## config.mk

```make
export PLATFORM = sky130hd
export DESIGN_NAME = retry_backoff_event_scheduler
export DESIGN_NICKNAME = d
export VERILOG_FILES = /design/src/rtl/rbes_pkg.sv /design/src/rtl/retry_backoff_event_scheduler.sv
export VERILOG_INCLUDE_DIRS = /design/src /design/src/rtl
export SDC_FILE = /design/constraint.sdc
export NUM_CORES = 1
export LEC_CHECK = 0
export BUFFER_PORTS_ARGS = -buffer_cell sky130_fd_sc_hd__buf_2
export CORE_ASPECT_RATIO = 0.5
export CORE_UTILIZATION = 41
export CTS_BUF_LIST = sky130_fd_sc_hd__clkbuf_16
export DETAILED_ROUTE_END_ITERATION = 10
export GPL_ROUTABILITY_DRIVEN = 0
export PLACE_DENSITY = 0.61
export SLEW_MARGIN = 5
export SYNTH_ARGS = -nofsm -noshare
export SYNTH_HDL_FRONTEND = slang
export SYNTH_SLANG_ARGS = --single-unit
export TNS_END_PERCENT = 1
```

## constraint.sdc

```tcl
create_clock -name clk -period 6.46 [get_ports clk]
set_input_delay 1.292 -clock clk [delete_from_list [all_inputs] [get_ports clk]]
set_output_delay 1.292 -clock clk [all_outputs]
set_load 0.1 [all_outputs]
```

## src/rtl/retry_backoff_event_scheduler_assert.svh

```systemverilog
// Assertion macros for the retry/backoff event scheduler.
// Both sample on clk and are disabled while rst is high.
`ifndef RETRY_BACKOFF_EVENT_SCHEDULER_ASSERT_SVH
`define RETRY_BACKOFF_EVENT_SCHEDULER_ASSERT_SVH

// Consequent must hold in the same cycle.
`define RBES_ASSERT_NOW(label, ante, cons) \
  label: assert property (@(posedge clk) disable iff (rst) (ante) |-> (cons)) \
    else $error("scheduler check failed");

// Consequent must hold in the next cycle.
`define RBES_ASSERT_NEXT(label, ante, cons) \
  label: assert property (@(posedge clk) disable iff (rst) (ante) |=> (cons)) \
    else $error("scheduler check failed");

`endif

```

## src/rtl/rbes_pkg.sv

```systemverilog
package rbes_pkg;

  localparam int TIME_WIDTH_DEF = 32;
  localparam int TAG_WIDTH_DEF  = 32;

  localparam int IN_DATA_W  = 144;
  localparam int OUT_DATA_W = 56;
  localparam int CFG_DATA_W = 20;
  localparam int RECON_W    = 20;

  localparam logic [15:0] COOLDOWN_BASE_RST  = 16'd100;
  localparam logic [15:0] COOLDOWN_MAX_RST   = 16'd60000;
  localparam logic [15:0] TELEM_IDLE_RST     = 16'd4000;
  localparam logic [15:0] TELEM_BUSY_RST     = 16'd1000;
  localparam logic [19:0] RECONNECT_RST      = 20'd10000;
  localparam logic [2:0]  GIVE_UP_RST        = 3'd5;

  typedef enum logic [1:0] {
    OP_QUERY = 2'd0,
    OP_DONE  = 2'd1,
    OP_POST  = 2'd2,
    OP_RESET = 2'd3
  } op_t;

  typedef enum logic [1:0] {
    DONE_OK      = 2'd0,
    DONE_REFUSED = 2'd1,
    DONE_FAILED  = 2'd2
  } done_t;

  typedef enum logic [1:0] {
    ACT_NONE      = 2'd0,
    ACT_SLEEP     = 2'd1,
    ACT_EVENT     = 2'd2,
    ACT_TELEMETRY = 2'd3
  } action_t;

  typedef enum logic [1:0] {
    XFER_NONE     = 2'd0,
    XFER_FINISHED = 2'd1,
    XFER_ERROR    = 2'd2,
    XFER_STOPPED  = 2'd3
  } xfer_t;

  typedef enum logic [2:0] {
    CFG_COOLDOWN_BASE = 3'd0,
    CFG_COOLDOWN_MAX  = 3'd1,
    CFG_TELEM_IDLE    = 3'd2,
    CFG_TELEM_BUSY    = 3'd3,
    CFG_RECONNECT     = 3'd4,
    CFG_GIVE_UP       = 3'd5
  } cfg_idx_t;

  localparam logic [3:0] EV_INFO          = 4'd0;
  localparam logic [3:0] EV_STOPPED       = 4'd8;
  localparam logic [3:0] EV_ABORTED       = 4'd9;
  localparam logic [3:0] EV_XFER_FINISHED = 4'd10;
  localparam logic [3:0] EV_LAST          = 4'd10;

  typedef struct packed {
    logic        rescan_files;
    logic [31:0] event_tag;
    logic [3:0]  event_type;
    logic [15:0] sleep_ms;
    action_t     action;
  } result_t;

endpackage

```

## src/rtl/retry_backoff_event_scheduler.sv

```systemverilog
// Retry/backoff event scheduler.
// Input channel s_*: one operation per item (query, attempt done, post event,
// reset), op in s_tuser, the other fields in s_tdata. Output channel m_*: one
// result per item, action in m_tuser, sleep/event fields in m_tdata.
// Configuration: cfg_we/cfg_index/cfg_data write one register per edge; write
// only while no item is in flight.
// Latency: the result of an item is on m_* the cycle after it is accepted when
// the output register is free; otherwise it waits in the skid register.
// Throughput: one item per cycle while s_tready is high; all state is updated by a single pass of
// compare/subtract logic at the accepting edge.
// A two-entry output buffer (output register plus skid register) keeps
// s_tready high while one result waits; s_tready is low whenever the skid
// register holds a result, i.e. from the cycle after a second result arrives
// with m_tready low until the output register is taken.
// Reset (rst, synchronous): configuration returns to its defaults, the
// scheduler state clears with info marked dirty, the output buffer empties.
`include "retry_backoff_event_scheduler_assert.svh"

module retry_backoff_event_scheduler #(
  parameter int TIME_WIDTH = rbes_pkg::TIME_WIDTH_DEF,
  parameter int TAG_WIDTH  = rbes_pkg::TAG_WIDTH_DEF
) (
  input  logic                             clk,
  input  logic                             rst,
  input  logic                             s_tvalid,
  output logic                             s_tready,
  // now_ms, done_result, info hash, file listing hash, is_busy,
  // transfer_outcome, post_type, post_tag, zero pad
  input  logic [rbes_pkg::IN_DATA_W-1:0]   s_tdata,
  // op
  input  logic [1:0]                       s_tuser,
  output logic                             m_tvalid,
  input  logic                             m_tready,
  // sleep_ms, event_type, event_tag, rescan_files, zero pad
  output logic [rbes_pkg::OUT_DATA_W-1:0]  m_tdata,
  // action
  output logic [1:0]                       m_tuser,
  input  logic                             cfg_we,
  input  logic [2:0]                       cfg_index,
  input  logic [rbes_pkg::CFG_DATA_W-1:0]  cfg_data
);
  import rbes_pkg::*;

  localparam int CMP_W = (TIME_WIDTH > RECON_W) ? TIME_WIDTH : RECON_W;

  // configuration
  logic [15:0] cooldown_base_ms, cooldown_max_ms, telemetry_idle_ms, telemetry_busy_ms;
  logic [19:0] reconnect_after_ms;
  logic [2:0]  give_up_attempts;

  always_ff @(posedge clk) begin
    if (rst) begin
      cooldown_base_ms   <= COOLDOWN_BASE_RST;
      cooldown_max_ms    <= COOLDOWN_MAX_RST;
      telemetry_idle_ms  <= TELEM_IDLE_RST;
      telemetry_busy_ms  <= TELEM_BUSY_RST;
      reconnect_after_ms <= RECONNECT_RST;
      give_up_attempts   <= GIVE_UP_RST;
    end else if (cfg_we) begin
      unique case (cfg_idx_t'(cfg_index))
        CFG_COOLDOWN_BASE: cooldown_base_ms   <= cfg_data[15:0];
        CFG_COOLDOWN_MAX:  cooldown_max_ms    <= cfg_data[15:0];
        CFG_TELEM_IDLE:    telemetry_idle_ms  <= cfg_data[15:0];
        CFG_TELEM_BUSY:    telemetry_busy_ms  <= cfg_data[15:0];
        CFG_RECONNECT:     reconnect_after_ms <= cfg_data[19:0];
        CFG_GIVE_UP:       give_up_attempts   <= cfg_data[2:0];
        default: ;
      endcase
    end
  end

  // input fields
  op_t                   op;
  logic [TIME_WIDTH-1:0] now;
  logic [1:0]            done_result;
  logic [31:0]           info_hash, file_list_hash, post_tag;
  logic                  is_busy;
  xfer_t                 transfer_outcome;
  logic [3:0]            post_type;

  assign op               = op_t'(s_tuser);
  assign now              = TIME_WIDTH'(s_tdata[31:0]);
  assign done_result      = s_tdata[33:32];
  assign info_hash        = s_tdata[65:34];
  assign file_list_hash   = s_tdata[97:66];
  assign is_busy          = s_tdata[98];
  assign transfer_outcome = xfer_t'(s_tdata[100:99]);
  assign post_type        = s_tdata[104:101];
  assign post_tag         = s_tdata[136:105];

  // scheduler state
  logic [15:0]           retry_delay, retry_delay_next;
  logic                  retry_delay_valid, retry_delay_valid_next;
  logic                  sleep_pending, sleep_pending_next;
  logic [2:0]            fail_count, fail_count_next;
  logic                  pending_valid, pending_valid_next;
  logic [3:0]            pending_type, pending_type_next;
  logic [TAG_WIDTH-1:0]  pending_tag, pending_tag_next;
  logic                  pending_rescan, pending_rescan_next;
  logic [31:0]           saved_info_hash, saved_info_hash_next;
  logic [31:0]           saved_file_list_hash, saved_file_list_hash_next;
  logic                  info_dirty, info_dirty_next;
  logic                  files_dirty, files_dirty_next;
  logic [TIME_WIDTH-1:0] last_success_time, last_success_time_next;
  logic                  last_success_valid, last_success_valid_next;
  logic [TIME_WIDTH-1:0] last_telemetry_time, last_telemetry_time_next;
  logic                  last_telemetry_valid, last_telemetry_valid_next;

  logic    accept;
  result_t res;

  logic                  info_fire, files_fire, pv;
  logic [TIME_WIDTH-1:0] tel_since, succ_since;
  logic [15:0]           interval, base;
  logic [16:0]           doubled;
  logic [3:0]            xfer_type;

  assign accept = s_tvalid && s_tready;

  always_comb begin
    retry_delay_next          = retry_delay;
    retry_delay_valid_next    = retry_delay_valid;
    sleep_pending_next        = sleep_pending;
    fail_count_next           = fail_count;
    pending_valid_next        = pending_valid;
    pending_type_next         = pending_type;
    pending_tag_next          = pending_tag;
    pending_rescan_next       = pending_rescan;
    saved_info_hash_next      = saved_info_hash;
    saved_file_list_hash_next = saved_file_list_hash;
    info_dirty_next           = info_dirty;
    files_dirty_next          = files_dirty;
    last_success_time_next    = last_success_time;
    last_success_valid_next   = last_success_valid;
    last_telemetry_time_next  = last_telemetry_time;
    last_telemetry_valid_next = last_telemetry_valid;
    res = '0;

    info_fire  = info_dirty || (info_hash != saved_info_hash);
    files_fire = files_dirty || (!info_fire && (file_list_hash != saved_file_list_hash));
    tel_since  = now - last_telemetry_time;
    succ_since = last_success_valid ? (now - last_success_time) : '0;
    interval   = is_busy ? telemetry_busy_ms : telemetry_idle_ms;
    base       = retry_delay_valid ? retry_delay : (cooldown_base_ms >> 1);
    doubled    = {base, 1'b0};
    pv         = pending_valid;
    unique case (transfer_outcome)
      XFER_FINISHED: xfer_type = EV_XFER_FINISHED;
      XFER_ERROR:    xfer_type = EV_ABORTED;
      default:       xfer_type = EV_STOPPED;
    endcase

    if (accept) begin
      unique case (op)
        OP_QUERY: begin
          if (sleep_pending) begin
            sleep_pending_next = 1'b0;
            res.action   = ACT_SLEEP;
            res.sleep_ms = retry_delay;
          end else if (pending_valid) begin
            res.action       = ACT_EVENT;
            res.event_type   = pending_type;
            res.event_tag    = 32'(pending_tag);
            res.rescan_files = pending_rescan;
          end else begin
            if (info_hash != saved_info_hash) begin
              saved_info_hash_next = info_hash;
              info_dirty_next      = 1'b1;
            end
            if (!info_fire && (file_list_hash != saved_file_list_hash)) begin
              saved_file_list_hash_next = file_list_hash;
              files_dirty_next          = 1'b1;
            end
            if (info_fire || files_fire) begin
              pending_valid_next  = 1'b1;
              pending_type_next   = EV_INFO;
              pending_tag_next    = '0;
              pending_rescan_next = files_fire;
              res.action          = ACT_EVENT;
              res.event_type      = EV_INFO;
              res.rescan_files    = files_fire;
            end else if (transfer_outcome != XFER_NONE) begin
              pending_valid_next  = 1'b1;
              pending_type_next   = xfer_type;
              pending_tag_next    = TAG_WIDTH'(post_tag);
              pending_rescan_next = 1'b0;
              res.action          = ACT_EVENT;
              res.event_type      = xfer_type;
              res.event_tag       = 32'(TAG_WIDTH'(post_tag));
            end else if (!last_telemetry_valid ||
                         (tel_since >= TIME_WIDTH'(interval))) begin
              res.action = ACT_TELEMETRY;
            end else begin
              // since < interval here, so it fits in 16 bits
              res.action   = ACT_SLEEP;
              res.sleep_ms = interval - tel_since[15:0];
            end
          end
        end
        OP_DONE: begin
          unique case (done_result)
            DONE_OK, DONE_REFUSED: begin
              last_success_time_next  = now;
              last_success_valid_next = 1'b1;
              sleep_pending_next      = 1'b0;
              retry_delay_valid_next  = 1'b0;
              retry_delay_next        = '0;
              fail_count_next         = '0;
              if (pending_valid) begin
                if (pending_type == EV_INFO) begin
                  info_dirty_next = 1'b0;
                  if (pending_rescan) files_dirty_next = 1'b0;
                end
                pending_valid_next        = 1'b0;
                last_telemetry_valid_next = 1'b0;
              end else begin
                last_telemetry_time_next  = now;
                last_telemetry_valid_next = 1'b1;
              end
            end
            DONE_FAILED: begin
              if (({1'b0, fail_count} + 4'd1) >= {1'b0, give_up_attempts}) begin
                if (pending_valid && (pending_type != EV_INFO)) pv = 1'b0;
                fail_count_next = '0;
              end else begin
                fail_count_next = fail_count + 3'd1;
              end
              pending_valid_next = pv;
              if ((CMP_W'(succ_since) >= CMP_W'(reconnect_after_ms)) && !pv) begin
                pending_valid_next      = 1'b1;
                pending_type_next       = EV_INFO;
                pending_tag_next        = '0;
                pending_rescan_next     = 1'b0;
                last_success_valid_next = 1'b0;
              end
              retry_delay_next       = (doubled < {1'b0, cooldown_max_ms}) ?
                                       doubled[15:0] : cooldown_max_ms;
              retry_delay_valid_next = 1'b1;
              sleep_pending_next     = 1'b1;
            end
            default: ;
          endcase
        end
        OP_POST: begin
          if (post_type <= EV_LAST) begin
            pending_valid_next  = 1'b1;
            pending_type_next   = post_type;
            pending_tag_next    = TAG_WIDTH'(post_tag);
            pending_rescan_next = 1'b0;
          end
        end
        OP_RESET: begin
          info_dirty_next           = 1'b1;
          last_telemetry_valid_next = 1'b0;
          last_telemetry_time_next  = '0;
          retry_delay_valid_next    = 1'b0;
          retry_delay_next          = '0;
          sleep_pending_next        = 1'b0;
          fail_count_next           = '0;
        end
        default: ;
      endcase
    end
  end

  always_ff @(posedge clk) begin
    if (rst) begin
      retry_delay          <= '0;
      retry_delay_valid    <= 1'b0;
      sleep_pending        <= 1'b0;
      fail_count           <= '0;
      pending_valid        <= 1'b0;
      pending_type         <= '0;
      pending_tag          <= '0;
      pending_rescan       <= 1'b0;
      saved_info_hash      <= '0;
      saved_file_list_hash <= '0;
      info_dirty           <= 1'b1;
      files_dirty          <= 1'b0;
      last_success_time    <= '0;
      last_success_valid   <= 1'b0;
      last_telemetry_time  <= '0;
      last_telemetry_valid <= 1'b0;
    end else begin
      retry_delay          <= retry_delay_next;
      retry_delay_valid    <= retry_delay_valid_next;
      sleep_pending        <= sleep_pending_next;
      fail_count           <= fail_count_next;
      pending_valid        <= pending_valid_next;
      pending_type         <= pending_type_next;
      pending_tag          <= pending_tag_next;
      pending_rescan       <= pending_rescan_next;
      saved_info_hash      <= saved_info_hash_next;
      saved_file_list_hash <= saved_file_list_hash_next;
      info_dirty           <= info_dirty_next;
      files_dirty          <= files_dirty_next;
      last_success_time    <= last_success_time_next;
      last_success_valid   <= last_success_valid_next;
      last_telemetry_time  <= last_telemetry_time_next;
      last_telemetry_valid <= last_telemetry_valid_next;
    end
  end

  // two-entry output buffer
  result_t out_res, skid_res;
  logic    out_valid, skid_valid;
  logic    pop;

  assign pop      = out_valid && m_tready;
  assign s_tready = !skid_valid;

  always_ff @(posedge clk) begin
    if (rst) begin
      out_valid  <= 1'b0;
      skid_valid <= 1'b0;
    end else if (skid_valid) begin
      if (pop) begin
        out_valid  <= 1'b1;
        skid_valid <= 1'b0;
      end
    end else if (accept) begin
      if (!out_valid || pop) out_valid <= 1'b1;
      else                   skid_valid <= 1'b1;
    end else if (pop) begin
      out_valid <= 1'b0;
    end
  end

  always_ff @(posedge clk) begin
    if (skid_valid) begin
      if (pop) out_res <= skid_res;
    end else if (accept) begin
      if (!out_valid || pop) out_res  <= res;
      else                   skid_res <= res;
    end
  end

  assign m_tvalid = out_valid;
  assign m_tuser  = out_res.action;
  assign m_tdata  = {3'b000, out_res.rescan_files, out_res.event_tag,
                     out_res.event_type, out_res.sleep_ms};

  `RBES_ASSERT_NOW(a_skid_behind_out, skid_valid, out_valid)
  `RBES_ASSERT_NEXT(a_fail_arms_sleep,
                    accept && (op == OP_DONE) && (done_result == DONE_FAILED),
                    sleep_pending && retry_delay_valid)
  `RBES_ASSERT_NOW(a_delay_cleared, !retry_delay_valid, retry_delay == 16'd0)
  `RBES_ASSERT_NEXT(a_cooldown_once,
                    accept && (op == OP_QUERY) && sleep_pending, !sleep_pending)

endmodule

```

==> results.sh, run 1 <==
export IMPL_outcome="finished clean"
export IMPL_crit_path_start="s_tdata[0]"
export IMPL_path_class="input port to flip-flop"
export IMPL_synthFlopType="dfxtp_1"
export IMPL_cts_root_buffer="clkbuf_16"
export IMPL_power_report_internal_total_mw=4.37
export IMPL_rrSetupSlack_ps=1200
export IMPL_combPwrFrac=0.196
export IMPL_synth_top_cell_area_share=0.245
export IMPL_yosys_area_top_type="dfxtp_1"
export IMPL_dpl_cell_area_um2=24700
export IMPL_rsz0062_at_grt="no"
export IMPL_die_area_um2=56600
export IMPL_ctsHtreeMaxLevel=2
export IMPL_synth_edff_count=110
export IMPL_vdd_drop_max_uv=151
export IMPL_cp_start_kind="input port"
export IMPL_worst_pin_slew_ps=1210
export IMPL_drive_above_1_share=0.159
export IMPL_firstDrtPassIters=6
export IMPL_crit_end="m_tdata[4]"
export IMPL_cts_tree="yes"
export IMPL_async_flop_share=0
export IMPL_dieWidth_um=336
export IMPL_final_cells=3546
export IMPL_hold_depth=2
export IMPL_port_buffers=223
export IMPL_p_switching_mw=1.92
export IMPL_max_freq_ghz=0.170
export IMPL_drv_cap=0
export IMPL_mostFrequentLayoutCells="nand2_1, dfxtp_1, nor2_1, buf_2, a21oi_1"
export IMPL_gr_usage_all_layers=0.214
export IMPL_syn_inst=2590
export IMPL_die_h_um=169
export IMPL_r2r_cells=23
export IMPL_clkPwrFrac=0.389
export IMPL_syn_avg_cell_area_um2=8.81
export IMPL_path_clk_slew_ps=60
export IMPL_swShare=0.305
export IMPL_ys_warn_count=0
export IMPL_io_pins=234
export IMPL_overflow=0
export IMPL_hold_start="last_success_time[11]"
export IMPL_route_detailed_drc=0
export IMPL_cp_max_fo=15
export IMPL_seqPwrFrac=0.415
export IMPL_cp_depth=25
export IMPL_clock_latency_ps=580
export IMPL_start_util=0.420
export IMPL_cts_sinks=389
export IMPL_timing_rr_start="last_telemetry_time[0]"
export IMPL_grt_pass1_wl_um=97200
export IMPL_ys_seq_area_frac=0.390
export IMPL_dpl_hpwl_um=43700
export IMPL_finalHoldViolations=0
export IMPL_slew_viol_final=0
export IMPL_hold_buffers=0
export IMPL_period_share=0.909
export IMPL_antenna_left=0
export IMPL_critPathMaxStageDelay_ps=560
export IMPL_worst_setup_path_end_kind="flip-flop"
export IMPL_worst_ep_arrival_time_ps=6310
export IMPL_rows=60
export IMPL_wl_um=61200
export IMPL_top_layer="met4"
export IMPL_vias_per_cell=5.32
export IMPL_grt_pass1_vias=17700
export IMPL_vias=18900
export IMPL_yosys_register_bits=389
export IMPL_final_util=0.479
export IMPL_fin_ws_ps=591
export IMPL_layout_commonest_cell="nand2_1"
export IMPL_crit_slowest_cell="or4_1"
export IMPL_r2r_end="m_tdata[4]"
export IMPL_yosys_top_cells_area="dfxtp_1, edfxtp_1, ha_1, nand2_1, mux2i_1"
export IMPL_coreArea_um2=54400
export IMPL_dp_cells=3471
export IMPL_antenna_found_initial=3
export IMPL_met2_length_um=27600
export IMPL_cts_buffer_depth=3
export IMPL_required_ps=6900
export IMPL_finalSetupViolations=0
export IMPL_synth_cell_area_um2=22800
export IMPL_total_power_mw=6.29
export IMPL_wl_per_cell_um=17.2
export IMPL_nets=3083
export IMPL_dpl_worst_slack_ps=24.1
export IMPL_syn2layout_area_growth_pct=14.2
export IMPL_drtIter0Drc=1168
export IMPL_grt_max_degree=95
export IMPL_crit_family="simple AND/OR/NAND/NOR gates"
export IMPL_cts_made_buffers=40
export IMPL_met3_length_um=3050
export IMPL_cts_setup_buffers=0
export IMPL_fin_hold_ws_ps=453
export IMPL_p_leak_nw=10.9
export IMPL_tns_ps=0
export IMPL_power_density_nw_per_um2=242
export IMPL_holdCritPathClass="flip-flop to flip-flop"
export IMPL_post_cts_resized=0
export IMPL_synth_cell_types=90
export IMPL_fin_worst_skew_ps=36.9
export IMPL_met1_length_um=29500
export IMPL_slew_headroom=0.191
export IMPL_path_buf_inv=4
export IMPL_fin_area_um2=26000
export IMPL_fin_crit_ps=5870
## synth_stat cells, types with 10 or more instances
master and count:
inv_1 166, a211o_1 19, or2b_1 32, a211oi_1 14, nor2b_1 15, nor3_1 27
and2_1 10, a21oi_1 213, nand3_1 21, o21ai_0 74, o21ai_2 10, a21o_1 47
mux2_2 69, nor3b_1 34, xor2_1 56, xnor2_1 54, ha_1 137, clkbuf_1 111
nand3b_1 24, and3_1 22, a22oi_1 38, nor4_1 22, mux2i_1 133, nand2_1 374
nand4_1 22, nor2_1 222, edfxtp_1 110, o21a_1 23, o31ai_1 11, o211ai_1 17
nand2b_1 13, a31oi_1 18, dfxtp_1 279
## worst register-to-register path, delay by kind of cell, from the launching register on
family                     cells  cell delay, ps
muxes                          1             210
AOI/OAI and AO/OA              5            1160
buffers and inverters          2             290
xor gates and xnor gates       1             270
adders and majority gates      3             860
and+or+nand+nor               11            2030
DFF                            1             340
## worst min path at each step
stage | to | slack (ps)
after CTS | last_success_time[8] | 460
after global placement | cooldown_base_ms[1] | 440
after floorplan | cooldown_base_ms[10] | 430
final | last_success_time[11] | 450
after global routing | reconnect_after_ms[15] | 470
after detailed placement | telemetry_idle_ms[13] | 450
## state kept, by name, summed over array words and instances (netlist names), 2 cells and up
signal and cells:
cooldown_base_ms 15, cooldown_max_ms 16, fail_count 3, give_up_attempts 3
last_success_time 32, last_telemetry_time 32, m_tdata 53, m_tuser 2
pending_tag 32, pending_type 4, reconnect_after_ms 20, retry_delay 16
saved_file_list_hash 32, saved_info_hash 32, skid_res 55, telemetry_busy_ms 16
telemetry_idle_ms 16
## area by class of cell
class	instances	area, um2
antenna	2	5.00
multi-input combinational	1899	12700
fill	5330	28300
clock inverter	31	302
sequential	389	8890
clock buffer	42	1050
tap	744	931
timing repair buffer	271	1520
inverter	168	631
## power groups by stage
stage	logic (mW)	registers, mW	clock network [mW]
global route	1.34	2.61	2.62
global placement	1.21	2.66	0
CTS	1.23	2.61	2.52
floorplan	0.698	2.84	0
finish	1.23	2.61	2.45
detailed placement	1.22	2.66	0
## cell families (layout without fill, tap and decap cells)
logic type	after synthesis	in the layout	share of synthesized area
AO/OA/AOI/OAI	566	566	0.161
XOR/XNOR	110	110	0.0422
adder cells (fa/ha/maj)	140	140	0.0778
buffers and inverters	304	512	0.0551
flip-flops	389	389	0.390
multiplexers	203	203	0.0931
other	1	5	0.000164
AND/OR/NAND/NOR	877	877	0.181
## per-layer routing
metal  vias to the layer above  global-route usage
li1                       9437                   -
met1                      8952               0.301
met2                       400               0.347
met3                        67              0.0325
met4                         0              0.0457
met5                         -                   0
Note: power is estimated with default switching activity, not from simulation.
==> run 2: changes to the inputs <==
ABC_AREA = 1   (was default)
==> results.sh, run 2 <==
export IMPL_outcome="finished clean"
export IMPL_grt_max_degree=107
export IMPL_dpl_hpwl_um=48300
export IMPL_yosys_area_top_type="dfxtp_1"
export IMPL_synth_fa_ha_area_frac=0.0759
export IMPL_yosys_area_share_simple=0.251
export IMPL_swShare=0.328
export IMPL_overflow=0
export IMPL_vdd_drop_max_uv=159
export IMPL_path_class="input port to flip-flop"
export IMPL_synth_common_cells="nand2_1, inv_1, nor2_1, a21oi_1, dfxtp_1"
export IMPL_drtIter0Drc=1363
export IMPL_total_power_mw=6.63
export IMPL_io_pins=234
export IMPL_syn_avg_cell_area_um2=7.04
export IMPL_nets=3789
export IMPL_cts_sinks=389
export IMPL_synth_xor_area_share=0.0344
export IMPL_synth_compound_area_frac=0.155
export IMPL_required_ps=6880
export IMPL_slew_viol_final=0
export IMPL_synthMuxAreaShare=0
export IMPL_combPwrFrac=0.238
export IMPL_wl_per_cell_um=15.3
export IMPL_largest_reg_flops=55
export IMPL_coreArea_um2=55900
export IMPL_start_util=0.418
export IMPL_port_buffers=223
export IMPL_finalSetupViolations=0
export IMPL_tns_ps=0
export IMPL_cp_max_fo=17
export IMPL_holdCritPathClass="flip-flop to flip-flop"
export IMPL_rsz0062_at_grt="no"
export IMPL_worst_pin_slew_ps=1120
export IMPL_ys_warn_count=0
export IMPL_syn2layout_area_growth_pct=12.9
export IMPL_hold_depth=2
export IMPL_hold_buffers=0
export IMPL_fin_worst_skew_ps=21.4
export IMPL_synth_top_family_by_area="simple AND/OR/NAND/NOR gates"
export IMPL_drive_above_1_share=0.109
export IMPL_worst_ep_arrival_time_ps=5390
export IMPL_drv_cap=0
export IMPL_route_detailed_drc=0
export IMPL_grt_pass1_vias=19400
export IMPL_ys_seq_area_frac=0.380
export IMPL_crit_end="m_tdata[8]"
export IMPL_p_leak_nw=12.3
export IMPL_antenna_left=0
export IMPL_crit_path_start="s_tdata[0]"
export IMPL_fin_hold_ws_ps=453
export IMPL_fin_crit_ps=4970
export IMPL_rows=61
export IMPL_cts_tree="yes"
export IMPL_clock_latency_ps=550
export IMPL_dieWidth_um=340
export IMPL_mostFrequentLayoutCells="nand2_1, inv_1, nor2_1, a21oi_1, dfxtp_1"
export IMPL_firstDrtPassIters=5
export IMPL_path_clk_slew_ps=60
export IMPL_power_density_nw_per_um2=251
export IMPL_p_switching_mw=2.17
export IMPL_seqPwrFrac=0.401
export IMPL_cp_start_kind="input port"
export IMPL_dp_cells=4189
export IMPL_period_share=0.769
export IMPL_wl_um=65300
export IMPL_yosysMostFrequentCell="nand2_1"
export IMPL_synthFlopType="dfxtp_1"
export IMPL_ctsHtreeMaxLevel=2
export IMPL_max_freq_ghz=0.201
export IMPL_synth_cell_area_um2=23400
export IMPL_cts_buffer_depth=3
export IMPL_power_report_internal_total_mw=4.46
export IMPL_worst_setup_path_end_kind="flip-flop"
export IMPL_cts_setup_buffers=0
export IMPL_finalHoldViolations=0
export IMPL_clkPwrFrac=0.360
export IMPL_grt_pass1_wl_um=103000
export IMPL_yosys_top_cells_area="dfxtp_1, edfxtp_1, nand2_1, inv_1, ha_1"
export IMPL_layout_commonest_cell="nand2_1"
export IMPL_r2r_end="m_tdata[8]"
export IMPL_timing_rr_start="last_telemetry_time[0]"
export IMPL_vias_per_cell=4.98
export IMPL_gr_usage_all_layers=0.219
export IMPL_cts_made_buffers=40
export IMPL_largest_register="skid_res"
export IMPL_yosys_register_bits=389
export IMPL_synth_edff_count=110
export IMPL_rrSetupSlack_ps=2170
export IMPL_syn_inst=3324
export IMPL_final_util=0.472
export IMPL_cts_root_buffer="clkbuf_16"
export IMPL_die_h_um=171
export IMPL_async_flop_share=0
export IMPL_post_cts_resized=0
export IMPL_vias=21300
export IMPL_synth_top_cell_area_share=0.239
export IMPL_synth_cell_types=53
export IMPL_r2r_cells=24
export IMPL_die_area_um2=58100
export IMPL_antenna_found_initial=8
export IMPL_final_cells=4271
export IMPL_slew_headroom=0.250
[run 2: cell type report]
cell class | count | area [um2]
fillers | 5706 | 29500
multi-input cells | 2313 | 12100
flip-flops and latches | 389 | 8890
inverters | 493 | 1850
repair buffers | 238 | 1230
clock buffers | 42 | 1050
well taps | 756 | 946
clock inverters | 32 | 282
diodes | 8 | 20.0
[run 2: per-layer routing]
layer  GRT usage  part of all wire
met5           0                 0
met1       0.300              0.48
met4      0.0535             0.018
met3      0.0321             0.046
met2       0.363              0.45
[run 2: metrics by stage]
| step | setup slack [ps] | cell area, um2 |
|---|---|---|
| finish | 1490 | 26400 |
| global placement | 1100 | 25000 |
| CTS | 1540 | 26400 |
| global route | 1160 | 26400 |
| detailed placement | 984 | 25000 |
| floorplan | 679 | 23400 |
[run 2: worst min-delay path by stage]
stage	startpoint	endpoint	slack [ps]
floorplan	telemetry_idle_ms[10]	telemetry_idle_ms[10]	420
global placement	telemetry_idle_ms[8]	telemetry_idle_ms[8]	430
detailed placement	telemetry_idle_ms[8]	telemetry_idle_ms[8]	440
CTS	cooldown_base_ms[1]	cooldown_base_ms[1]	450
global route	telemetry_idle_ms[8]	telemetry_idle_ms[8]	470
finish	telemetry_busy_ms[14]	telemetry_busy_ms[14]	450
[run 2: kinds of logic after synthesis]
| family | count (synthesis) |
|---|---|
| adder cells (fa/ha/maj) | 140 |
| flip-flops | 389 |
| AO/OA/AOI/OAI | 662 |
| AND/OR/NAND/NOR | 1416 |
| buffers and inverters | 624 |
| other | 1 |
| XOR/XNOR | 92 |
[run 2: power by group through the flow]
| stage | logic [mW] | registers, mW | clock network [mW] |
|---|---|---|---|
| 2_1_floorplan | 0.955 | 2.89 | 0 |
| 3_3_place_gp | 1.55 | 2.71 | 0 |
| 3_5_place_dp | 1.56 | 2.72 | 0 |
| 4_1_cts | 1.57 | 2.66 | 2.44 |
| 5_1_grt | 1.75 | 2.67 | 2.55 |
| 6_report | 1.58 | 2.66 | 2.39 |
[run 2: critical path: stages]
cell      delay [ps]
buf_2            110
inv_1            150
ha_1             180
inv_1             70
fa_1             390
nand2_1          100
nand2_1           80
nand3b_1          90
nand2_1          130
a211oi_1         260
a21oi_1           90
xor2_1           270
ha_1             340
nand2_1          120
nor2_1            60
a211oi_1         180
nand2_1           80
nand2_1          100
nand4_1           90
nor2_1           150
nand3_1          140
nor2_4           450
nand3_1          160
o21ai_0          160
nand2_1           90
nand2_1           70
==> run 3: changes to the inputs <==
PLACE_DENSITY = 0.63   (was 0.61)
clock period = 4.2 ns   (was 6.46 ns; I/O delays follow)
==> results.sh, run 3 (synthesized netlist as in run 2, its figures left out) <==
export IMPL_firstDrtPassIters=5
export IMPL_largest_register="skid_res"
export IMPL_timing_rr_start="last_telemetry_time[0]"
export IMPL_vias=21800
export IMPL_wl_um=66200
export IMPL_outcome="finished clean"
export IMPL_start_util=0.418
export IMPL_fin_area_um2=27700
export IMPL_port_buffers=223
export IMPL_io_pins=234
export IMPL_vdd_drop_max_uv=250
export IMPL_cts_root_buffer="clkbuf_16"
export IMPL_rows=61
export IMPL_wl_per_cell_um=15.0
export IMPL_path_class="input port to flip-flop"
export IMPL_drtIter0Drc=1514
export IMPL_antenna_found_initial=10
export IMPL_coreArea_um2=55900
export IMPL_largest_reg_flops=55
export IMPL_syn2layout_area_growth_pct=18.5
export IMPL_fin_hold_ws_ps=453
export IMPL_fin_worst_skew_ps=28.1
export IMPL_holdCritPathClass="flip-flop to flip-flop"
export IMPL_seqPwrFrac=0.379
export IMPL_combPwrFrac=0.254
export IMPL_cts_made_buffers=40
export IMPL_antenna_left=0
export IMPL_period_share=0.921
export IMPL_cts_tree="yes"
export IMPL_cts_sinks=389
export IMPL_mostFrequentLayoutCells="nand2_1, inv_1, nor2_1, a21oi_1, dfxtp_1"
export IMPL_crit_family="simple AND/OR/NAND/NOR gates"
export IMPL_clkPwrFrac=0.367
export IMPL_worst_pin_slew_ps=1110
export IMPL_route_detailed_drc=0
export IMPL_overflow=0
export IMPL_p_switching_mw=3.46
export IMPL_r2r_cells=25
export IMPL_final_cells=4424
export IMPL_gr_usage_all_layers=0.223
export IMPL_rsz0062_at_grt="yes"
export IMPL_cp_common_cell="nand2_1"
export IMPL_die_area_um2=58100
export IMPL_fillCellCount=5642
export IMPL_layout_commonest_cell="nand2_1"
export IMPL_dpl_hpwl_um=49200
export IMPL_crit_slowest_cell="fa_1"
export IMPL_power_report_internal_total_mw=7.32
export IMPL_worst_setup_path_end_kind="flip-flop"
export IMPL_path_buf_inv=4
export IMPL_slew_headroom=0.254
export IMPL_nets=3941
export IMPL_grt_pass1_wl_um=104000
export IMPL_critPathMaxStageDelay_ps=440
export IMPL_crit_path_start="s_tdata[0]"
export IMPL_cp_max_fo=18
export IMPL_swShare=0.321
export IMPL_required_ps=4640
export IMPL_dpl_cell_area_um2=26200
export IMPL_finalSetupViolations=0
export IMPL_max_freq_ghz=0.258
export IMPL_r2r_end="m_tdata[7]"
export IMPL_p_leak_nw=13.1
export IMPL_cp_start_kind="input port"
export IMPL_drive_above_1_share=0.151
export IMPL_rrSetupSlack_ps=470
export IMPL_slew_viol_final=0
export IMPL_clock_latency_ps=560
export IMPL_dieWidth_um=340
export IMPL_cts_buffer_depth=3
export IMPL_worst_ep_arrival_time_ps=4310
export IMPL_crit_end="pending_tag[6]"
export IMPL_path_clk_slew_ps=80
export IMPL_fin_crit_ps=3870
export IMPL_power_density_nw_per_um2=389
export IMPL_dp_cells=4341
export IMPL_ctsHtreeMaxLevel=2
export IMPL_die_h_um=171
export IMPL_grt_pass1_vias=20000
export IMPL_vias_per_cell=4.93
export IMPL_cp_depth=28
export IMPL_finalHoldViolations=0
export IMPL_grt_max_degree=97
export IMPL_drv_cap=0
[run 3: tightest hold or removal path, cell delays in order, from the launching register on]
cell and delay (ps):
dfxtp_1 300, inv_1 60, a21oi_1 50
[run 3: power by group through the flow]
stage,clock [mW],sequential [mW],combinational [mW]
after floorplan,0,4.44,1.47
after global placement,0,4.17,2.69
after detailed placement,0,4.18,2.71
after CTS,4.04,4.09,2.72
after global routing,4.20,4.11,3.02
final,3.96,4.09,2.74
[run 3: per-layer routing]
| layer | up-vias | part of all wire | GRT usage |
|---|---|---|---|
| li1 | 11400 | - | - |
| met1 | 9931 | 0.47 | 0.304 |
| met2 | 445 | 0.46 | 0.369 |
| met3 | 89 | 0.051 | 0.0317 |
| met4 | 2 | 0.021 | 0.0591 |
| met5 | - | 0.00020 | 0 |
[run 3: area by class of cell]
cell class,instances,area [um2],area share
diodes,9,22.5,0.000812
clock buffers,42,1050,0.0379
clock inverters,32,395,0.0143
inverters,493,1850,0.0668
multi-input cells,2313,12200,0.438
flip-flops and latches,389,8890,0.321
well taps,756,946,0.0341
repair buffers,390,2410,0.0869
[run 3: through the flow]
stage | setup WS, ps | setup TNS, ps | power, mW | util
after floorplan | -124 | -6840 | 5.91 | -
after global placement | -292 | -14640 | 6.86 | 0.469
after detailed placement | -375 | -19820 | 6.89 | 0.469
after CTS | 195 | 0 | 10.9 | 0.495
after global routing | -8.02 | -14.6 | 11.3 | 0.496
final | 330 | 0 | 10.8 | 0.496
[run 3: worst min-delay path by stage]
stage	start	endpoint	slack, ps	depth (start not counted)
2_1_floorplan	telemetry_idle_ms[10]	telemetry_idle_ms[10]	420	2
3_3_place_gp	telemetry_idle_ms[11]	telemetry_idle_ms[11]	440	2
3_5_place_dp	telemetry_idle_ms[11]	telemetry_idle_ms[11]	440	2
4_1_cts	cooldown_base_ms[1]	cooldown_base_ms[1]	450	2
5_1_grt	cooldown_base_ms[1]	cooldown_base_ms[1]	470	2
6_report	telemetry_busy_ms[12]	telemetry_busy_ms[12]	450	2
[run 3: what timing repair did]
| item | CTS | global route |
|---|---|---|
| setup buffers | 0 | 0 |
| setup endpoints to repair | 0 | 56 |
| hold buffers | 0 | 0 |
| resized for setup | 0 | 14 |
